### src/rtl/tlde_pkg.sv
`timescale 1ns / 1ps
// ----------------------------------------------------------------------------
// tlde_pkg
// Shared types, widths and constants of the link delay emulator.
// ----------------------------------------------------------------------------
package tlde_pkg;

    localparam int BUF_DEPTH = 32;
    localparam int IDX_W     = (BUF_DEPTH > 1) ? $clog2(BUF_DEPTH) : 1;

    localparam int TIME_W    = 32;
    localparam int VAL_W     = 32;
    localparam int SLOT_W    = 3 * VAL_W;     // x, y, heading of one sample
    localparam int JIT_W     = 10;
    localparam int CMP_W     = 34;            // signed compare width, no wrap
    localparam int SPER_W    = 16;
    localparam int RPER_W    = 20;
    localparam int DLY_W     = 16;

    // stream payload layout
    localparam int S_DATA_W  = 144;           // 138 used bits, padded to bytes
    localparam int M_DATA_W  = 96;

    // APB
    localparam int ADDR_W    = 5;
    localparam int DATA_W    = 32;

    localparam logic [SPER_W-1:0] SAMPLE_PERIOD_RST  = 16'd33;
    localparam logic [RPER_W-1:0] RESTART_PERIOD_RST = 20'd10000;
    localparam logic [DLY_W-1:0]  NORMAL_DELAY_RST   = 16'd0;
    localparam logic [DLY_W-1:0]  ABNORMAL_DELAY_RST = 16'd0;
    localparam logic [DLY_W-1:0]  SENSOR_DELAY_RST   = 16'd0;
    localparam logic [DLY_W-1:0]  MIN_GAP_RST        = 16'd1;

    typedef enum logic [2:0] {
        REG_SAMPLE_PERIOD  = 3'd0,
        REG_RESTART_PERIOD = 3'd1,
        REG_NORMAL_DELAY   = 3'd2,
        REG_ABNORMAL_DELAY = 3'd3,
        REG_SENSOR_DELAY   = 3'd4,
        REG_MIN_GAP        = 3'd5
    } reg_idx_t;

    typedef struct packed {
        logic [SPER_W-1:0] sample_period;
        logic [RPER_W-1:0] restart_period;
        logic [DLY_W-1:0]  normal_delay;
        logic [DLY_W-1:0]  abnormal_delay;
        logic [DLY_W-1:0]  sensor_delay;
        logic [DLY_W-1:0]  min_release_gap;
    } tlde_cfg_t;

    typedef logic [IDX_W-1:0] idx_t;

    function automatic idx_t next_slot(input idx_t idx);
        idx_t res;
        if (idx == idx_t'(BUF_DEPTH - 1))
        begin
            res = '0;
        end
        else
        begin
            res = idx + idx_t'(1);
        end
        return res;
    endfunction

endpackage

### src/rtl/tlde_regs.sv
`timescale 1ns / 1ps
// ----------------------------------------------------------------------------
// tlde_regs
// APB register file holding the delay, period and release-gap settings.
// ----------------------------------------------------------------------------
module tlde_regs (
    input  logic                       clk,
    input  logic                       rst_n,
    input  logic                       psel,
    input  logic                       penable,
    input  logic                       pwrite,
    input  logic [tlde_pkg::ADDR_W-1:0] paddr,
    input  logic [tlde_pkg::DATA_W-1:0] pwdata,
    output logic [tlde_pkg::DATA_W-1:0] prdata,
    output logic                       pready,
    output tlde_pkg::tlde_cfg_t        cfg
);
    import tlde_pkg::*;

    tlde_cfg_t cfg_reg;
    reg_idx_t  sel_idx;
    logic      wr_en;

    assign pready  = 1'b1;
    assign sel_idx = reg_idx_t'(paddr[ADDR_W-1:2]);
    assign wr_en   = psel && penable && pwrite && pready;
    assign cfg     = cfg_reg;

    always_ff @(posedge clk or negedge rst_n)
    begin
        if (!rst_n)
        begin
            cfg_reg.sample_period   <= SAMPLE_PERIOD_RST;
            cfg_reg.restart_period  <= RESTART_PERIOD_RST;
            cfg_reg.normal_delay    <= NORMAL_DELAY_RST;
            cfg_reg.abnormal_delay  <= ABNORMAL_DELAY_RST;
            cfg_reg.sensor_delay    <= SENSOR_DELAY_RST;
            cfg_reg.min_release_gap <= MIN_GAP_RST;
        end
        else if (wr_en)
        begin
            case (sel_idx)
                REG_SAMPLE_PERIOD:  cfg_reg.sample_period   <= pwdata[SPER_W-1:0];
                REG_RESTART_PERIOD: cfg_reg.restart_period  <= pwdata[RPER_W-1:0];
                REG_NORMAL_DELAY:   cfg_reg.normal_delay    <= pwdata[DLY_W-1:0];
                REG_ABNORMAL_DELAY: cfg_reg.abnormal_delay  <= pwdata[DLY_W-1:0];
                REG_SENSOR_DELAY:   cfg_reg.sensor_delay    <= pwdata[DLY_W-1:0];
                REG_MIN_GAP:        cfg_reg.min_release_gap <= pwdata[DLY_W-1:0];
                default: ;
            endcase
        end
    end

    always_comb
    begin
        case (sel_idx)
            REG_SAMPLE_PERIOD:  prdata = DATA_W'(cfg_reg.sample_period);
            REG_RESTART_PERIOD: prdata = DATA_W'(cfg_reg.restart_period);
            REG_NORMAL_DELAY:   prdata = DATA_W'(cfg_reg.normal_delay);
            REG_ABNORMAL_DELAY: prdata = DATA_W'(cfg_reg.abnormal_delay);
            REG_SENSOR_DELAY:   prdata = DATA_W'(cfg_reg.sensor_delay);
            REG_MIN_GAP:        prdata = DATA_W'(cfg_reg.min_release_gap);
            default:            prdata = '0;
        endcase
    end

endmodule

### config.mk
export PLATFORM = sky130hd
export DESIGN_NAME = tlde_regs
export DESIGN_NICKNAME = d
export VERILOG_FILES = /design/src/rtl/tlde_pkg.sv /design/src/rtl/tlde_regs.sv
export SDC_FILE = /design/constraint.sdc
export NUM_CORES = 1
export LEC_CHECK = 0
export BUFFER_PORTS_ARGS = -buffer_cell sky130_fd_sc_hd__buf_4
export CAP_MARGIN = 30
export CORE_ASPECT_RATIO = 2
export CORE_MARGIN = 10
export CORE_UTILIZATION = 45
export DETAILED_ROUTE_END_ITERATION = 8
export PLACE_DENSITY = 0.83
export SLEW_MARGIN = 20
export SYNTH_ARGS = -nofsm -noshare
export SYNTH_HDL_FRONTEND = slang
export SYNTH_SLANG_ARGS = --single-unit
### constraint.sdc
create_clock -name clk -period 1.1 [get_ports clk]
set_clock_uncertainty 0.1 [all_clocks]
set_input_delay 0.055 -clock clk [delete_from_list [all_inputs] [get_ports clk]]
set_output_delay 0.055 -clock clk [all_outputs]
set_load 0.05 [all_outputs]
==> metrics.txt, run 1 <==
Synth area leader dfrtp_1; Clock Tree Root clkbuf_16; most frequent cell after synthesis mux2_2; Initial Util 0.4566; Distinct cells, synth 30; I/O pin count 175; Seq/Total Area, Yosys 0.5286; CTS Buf Count 9; yosys warns 0; Cell Area, Placed between 0.007 and 0.008 sq mm; Synth top area share 0.4843; GPL Wtd Cong 0.8884; CTS sink count 100; Post-Syn Area 0.004753 sq mm; top_reg_cell synth dfrtp_1; num rows 53; Die Y 165.3 um; initial antenna violation count 1; stop err [ERROR DPL-0033] detailed placement checks failed during check placement.; main area contributors after synthesis dfrtp_1 (48%), mux2_2 (28%), dfstp_2 (4.4%); Buffers on Ports 147; Post-Syn Instances 347; Worst EP post-GRT repair prdata[9]; Die X-Extent between 90 and 100 um; Post-synth EDFFs 0; H-tree depth 3; clock buffer depth 2; Worst EP Category primary output; pre-CTS setup slack -0.4057 ns; synthesized area per cell 13.70 sq um; Seq cells post-synth 100; post-DP HPWL 13.26 mm; largest net degree at the start of global routing 48; stage reached global routing; status did not finish; synth cell count leaders mux2_2 (118), dfrtp_1 (92), buf_4 (20); fraction of registers with async set or reset after synthesis 1.000
kinds of logic after synthesis:
kind of cell	after synthesis	share of synthesized area
AND/OR/NAND/NOR	44	0.05764
AO/OA/AOI/OAI	28	0.04501
multiplexers	137	0.3196
flip-flops	100	0.5286
other	2	0.001580
buffers and inverters	36	0.04764
repair_timing:
action,4_1_cts
hold buffers,21
endpoints found under the setup margin,126
pin swaps,15
setup buffers,39
hold endpoints to repair,200
resized for setup,324
through the flow:
stage,hold slack (ns),std cells,utilization
floorplan,-0.3406,358,-
global placement,-0.03289,742,0.7545
detailed placement,-0.02870,742,0.7545
CTS,0.1464,790,0.9326
==> run 2, diff against run 1 <==
CORE_ASPECT_RATIO = default   (was 2)
CORE_UTILIZATION = 30   (was 45)
PLACE_DENSITY = default   (was 0.83)
PLACE_DENSITY_LB_ADDON = 0.15   (was default)
clock period = 1.4 ns   (was 1.1 ns; I/O delays follow)
==> run 2 against run 1 <==
Net effect: the flow now finishes, with violations (setup timing); area after synthesis stayed put; synthesized cell count unchanged.
==> metrics.txt, run 2 <==
status finished with violations; failing checks setup timing; hold slack 0.04847 ns; most common cell after layout, fill and taps aside buf_4; post-route insts no fill 792; CTS sink count 100; wire per inst roughly 21 um; Die Y 145.9 um; Die ar. 0.02128 sq mm; largest net degree at the start of global routing 36; final hold vios 0; Multi-input gate area 0.002496 sq mm; first-pass GRT wire length roughly 26 mm; CP Launch Type flop; GRT Residual Overflow 0; fillers between 1000 and 1500; register area 0.002552 sq mm; I/O pin count 175; Cell Area, Placed 0.006862 sq mm; FF-to-FF Start cfg[64]$_DFFE_PN0P_; GPL Wtd Cong 0.7524; max reg flops 100; post-DP HPWL 12.04 mm; HP Class primary input to async pin; Critical Path Fanout Max 2; Clock Tree Root clkbuf_16; fraction of registers with async set or reset after synthesis 1.000; Antenna Nets Post-Route 0; Distinct cells, synth 30; DRC Markers 0; gr usage total 0.1551; number of global-route vias before repair 4114; initial antenna violation count 0; Post-Route WL 16.65 mm; post-route clock period utilization 1.263; Seq cells post-synth 100; yosys warns 0; H-tree depth 3; CTS Buf Count 9; top_reg_cell synth dfrtp_1; synthesized area per cell 13.70 sq um; Buffers on Ports 147; Worst Reg2Reg Path Length in Cells 3; CTS tree built; main area contributors after synthesis dfrtp_1 (48%), mux2_2 (28%), dfstp_2 (4.4%); Leak Pwr between 3 and 4 nW; clk slew on worst S/H paths 0.06 ns; Initial Util 0.3092; Synth area leader dfrtp_1; critical path class flop to output port; nets ~620; Max VDD drop 0.6859 mV; Max Clk Rate between 500 and 600 MHz; num rows 45; CP endpoint kind output port; Setup Viol. Count Final 16; fin crit period 1.768 ns; arrival time at the worst endpoint 1.60 ns; cell area after layout 0.007684 sq mm; Worst-Skew Late Latency 0.35 ns; most frequent cells in the layout buf_4 (191), mux2_2 (97), dfrtp_1 (60); diodes inserted 0; synth cell count leaders mux2_2 (118), dfrtp_1 (92), buf_4 (20); Seq/Total Area, Yosys 0.5286; clock buffer depth 2; Die X-Extent 145.9 um; final setup margin -0.3682 ns; Setup Total Neg Slack -3.975 ns; Synth top area share 0.4843; worst reg2reg setup slack 0.29 ns; Max Cap Violations 0; mean number of vias per cell 4.742; most frequent cell after synthesis mux2_2; max-slew violations 0; Synth-to-Final Area Change 61.65%; area of the core roughly 0.015 sq mm; Post-Syn Instances 347; drt initial violations 145; share of layout cells above drive strength 1 0.7487; RSZ-0062 raised after global routing yes; R2R Path End cfg[64]$_DFFE_PN0P_; PwrDens 1552 mW/mm^2; Post-synth EDFFs 0; Post-Syn Area 0.004753 sq mm; CP required around 1.2 ns; placed cells 737; drt pass-1 iters 4; vias after detailed routing 3756
==> run 2: cell families (layout without fill, tap and decap cells) <==
family,Yosys count,count (layout),synth area share
AO/OA/AOI/OAI,28,28,0.04501
AND/OR/NAND/NOR,44,44,0.05764
buffers and inverters,36,259,0.04764
multiplexers,137,137,0.3196
other,2,13,0.001580
flip-flops,100,100,0.5286
==> run 2: how the worst max path moves through the flow <==
stage | to | start | slack, ns
after floorplan | prdata[4] | cfg[68]$_DFFE_PN1P_ | -0.13
after global placement | cfg[71]$_DFFE_PN0P_ | paddr[3] | -0.14
after detailed placement | cfg[70]$_DFFE_PN0P_ | paddr[3] | -0.13
after CTS | prdata[4] | cfg[88]$_DFFE_PN0P_ | -0.41
after global routing | prdata[4] | cfg[88]$_DFFE_PN0P_ | -0.44
final | prdata[4] | cfg[88]$_DFFE_PN0P_ | -0.37
==> run 2: routing by layer <==
metal | vias to the layer above | global-route usage | share of wire
li1 | 1712 | - | -
met1 | 1919 | 0.1972 | 0.44
met2 | 113 | 0.2420 | 0.47
met3 | 12 | 0.05278 | 0.075
met4 | 0 | 0.04853 | 0.013
met5 | - | 0 | 0
==> run 2: repair_timing <==
| action | CTS | global route |
|---|---|---|
| endpoints found under the hold margin | 193 | 0 |
| pin swaps | 9 | 7 |
| setup endpoints to repair | 16 | 16 |
| hold buffers | 21 | 0 |
| gates resized for setup | 40 | 11 |
| buffers inserted | 14 | 4 |
==> run 2: cell type report <==
class,instances,area share
Timing Repair Buffer,241,0.2732
Tap cell,211,0.03436
Clock buffer,14,0.03306
Clock inverter,2,0.001303
Sequential cell,100,0.3322
Multi-Input combinational cell,222,0.3249
Inverter,2,0.0009770
==> run 2: worst max-delay path, cell delays in order (launching register included) <==
cell and delay, ns:
dfrtp_2 0.40, mux2_4 0.28, a221oi_2 0.23, buf_4 0.15
a21oi_4 0.03, buf_6 0.15
==> run 2: through the flow <==
stage	setup WS (ns)	power [mW]	util
after detailed placement	-0.1337	9.292	0.4464
after floorplan	-0.1285	7.462	-
after CTS	-0.4071	11.98	0.4948
after global placement	-0.1368	9.227	0.4464
after global routing	-0.4421	12.47	0.4999
final	-0.3682	11.93	0.4999
==> run 2: report_power, final <==
part           switching [mW]  internal, mW  leakage (nW)
logic                    3.53          2.09          2.26
registers               0.465          3.52          1.22
clock network            1.07          1.25         0.131
total                    5.07          6.86          3.61
(Power assumes the default switching activity.)
==> run 3, diff against run 2 <==
--- a/config.mk
+++ b/config.mk
@@ -8,5 +8,4 @@
 export BUFFER_PORTS_ARGS = -buffer_cell sky130_fd_sc_hd__buf_4
 export CAP_MARGIN = 30
-export CORE_MARGIN = 10
 export CORE_UTILIZATION = 30
 export DETAILED_ROUTE_END_ITERATION = 8
==> constraint.sdc (replaced) <==
create_clock -name clk -period 1.4 [get_ports clk]
set_clock_uncertainty 0.1 [all_clocks]
set_input_delay 0 -clock clk [delete_from_list [all_inputs] [get_ports clk]]
set_output_delay 0 -clock clk [all_outputs]
set_load 0.05 [all_outputs]
==> run 3 against run 2 <==
Net effect: the run still ends with setup timing left; first-iteration DRC count is 29% higher; utilization decreased by 0.60 points; total power grew 1.8%; flip-flop and latch count unchanged; register-to-register slack is essentially flat; cell area down 1.6%; clock power up 19%; worst setup slack improved by 0.060 ns; combinational power fell by 3.9%; largest cell class unchanged.
==> metrics.txt, run 3 (synthesized netlist as in run 2, its figures left out) <==
status finished with violations; failing checks setup timing; Critical Path, Cell by Cell mux2_4 -> a221oi_2 -> buf_4 -> a21oi_4 -> buf_6; Reg power frac 0.327; Post-Route WL 14.77 mm; Antenna Nets Post-Route 0; arrival time at the worst endpoint 1.61 ns; CTS Buf Count 9; post-DP HPWL approximately 11 mm; diodes inserted 0; clock buffer depth 2; fillers approximately 1400; cell area after layout 0.007564 sq mm; initial antenna violation count 0; Die ar. 0.01635 sq mm; Max Clk Rate 585.4 MHz; max incr delay on CP 0.41 ns; num rows 45; most frequent cells in the layout buf_4 (195), mux2_2 (111), dfrtp_1 (73); final hold vios 0; gr usage total 0.1908; max reg flops 100; mean number of vias per cell 4.699; Synth-to-Final Area Change 59.12%; RSZ-0062 raised after global routing yes; CTS sink count 100; share of layout cells above drive strength 1 0.7241; Clock Tree Root clkbuf_16; number of global-route vias before repair approximately 3900; Switching Fraction 0.4141; Cell Area, Placed 0.006683 sq mm; Die Y between 100 and 150 um; drt initial violations 187; Top delay family on crit path flip-flops; Critical Path Fanout Max 2; Worst Path Buf+Inv 2; GPL Wtd Cong 0.7781; CP endpoint kind output port; HP Class primary input to async pin; Setup Viol. Count Final 16; max-slew violations 0; Initial Util 0.3104; H-tree depth 3; PwrDens about 1600 mW/mm^2; vias after detailed routing 3717; CP Launch Type flop; CTS tree built; CP required ~1.3 ns; switching power 5.028 mW; hold slack 0.04480 ns; post-route clock period utilization 1.220; GRT Residual Overflow 0; Max Cap Violations 0; Clk pwr share 0.228; first-pass GRT wire length 23.12 mm; Pint 7.114 mW; clk slew on worst S/H paths 0.07 ns; Setup Total Neg Slack -2.713 ns; nets 617; post-route insts no fill 791; Worst-Skew Late Latency 0.36 ns; Die X-Extent about 130 um; Slowest cell on crit path dfrtp_2; I/O pin count 175; drt pass-1 iters 4; critical path class flop to output port; DRC Markers 0; Leak Pwr 3.553 nW; combinational share of power 0.445; register area ~0.0025 sq mm; placed cells 730; fin crit period 1.708 ns; Multi-input gate area 0.002399 sq mm; Max VDD drop 0.8330 mV; area of the core roughly 0.015 sq mm; wire per inst 18.67 um; Buffers on Ports 147; final setup margin -0.3084 ns; most common cell after layout, fill and taps aside buf_4; largest net degree at the start of global routing 33
## run 3: cell types whose count changed in the layout (fill, tap and decap cells not counted), sizes merged
| cell | before | now |
|---|---|---|
| buf | 220 | 219 |
| clkinv | 2 | 0 |
| clkinvlp | 0 | 2 |
| bufinv | 0 | 2 |
| clkbuf | 14 | 11 |
| inv | 2 | 3 |
## run 3: final timing paths
path                                startpoint                   to  slack [ns]  cells past startpoint
min in group clk                      paddr[4]  cfg[67]$_DFFE_PN0P_        0.23                      4
min reg2reg                cfg[75]$_DFFE_PN0P_  cfg[75]$_DFFE_PN0P_        0.43                      1
max reg2reg                cfg[95]$_DFFE_PN0P_  cfg[95]$_DFFE_PN0P_        0.28                      3
max                        cfg[88]$_DFFE_PN0P_            prdata[4]       -0.31                      5
min                                      rst_n  cfg[37]$_DFFE_PN0P_        0.04                      2
max in group asynchronous                rst_n  cfg[60]$_DFFE_PN0P_        0.53                      3
## run 3: power groups by stage
| stage | Combinational, mW | Sequential, mW | Clock [mW] |
|---|---|---|---|
| 3_5_place_dp | 5.00 | 4.05 | 0 |
| 2_1_floorplan | 1.45 | 5.94 | 0 |
| 6_report | 5.40 | 3.97 | 2.77 |
| 5_1_grt | 5.64 | 4.05 | 2.96 |
| 4_1_cts | 5.39 | 3.96 | 2.86 |
| 3_3_place_gp | 4.96 | 4.03 | 0 |
## run 3: area by class of cell
class | count | area share
Inverter | 2 | 0.0009926
Multi-Input combinational cell | 222 | 0.3171
Tap cell | 211 | 0.03490
Sequential cell | 100 | 0.3353
Clock inverter | 5 | 0.01108
Clock buffer | 11 | 0.03209
Timing Repair Buffer | 240 | 0.2685
## run 3: repair_timing
| item | 4_1_cts | 5_1_grt |
|---|---|---|
| hold endpoints to repair | 196 | 0 |
| buffers inserted | 20 | 4 |
| resized for setup | 34 | 7 |
| pin swaps | 7 | 2 |
| hold buffers | 21 | 0 |
| setup endpoints to repair | 16 | 16 |
| gates cloned | 0 | 0 |
## run 3: per-layer routing
layer,part of all wire,global-route usage
met3,0.051,0.03923
met2,0.47,0.3066
met5,0,0
met1,0.46,0.2550
met4,0.014,0.06713
## run 3: through the flow
stage	util	worst slack, ns	total power, mW
2_1_floorplan	-	-0.1039	7.389
3_3_place_gp	0.4364	-0.08114	8.985
3_5_place_dp	0.4364	-0.08979	9.048
4_1_cts	0.4906	-0.3103	12.21
5_1_grt	0.4939	-0.3797	12.65
6_report	0.4939	-0.3084	12.14
## run 3: worst register-to-register path, cell delays in order (launching register included)
cell	delay, ns
dfrtp_2	0.41
buf_4	0.13
buf_4	0.13
mux2_2	0.25
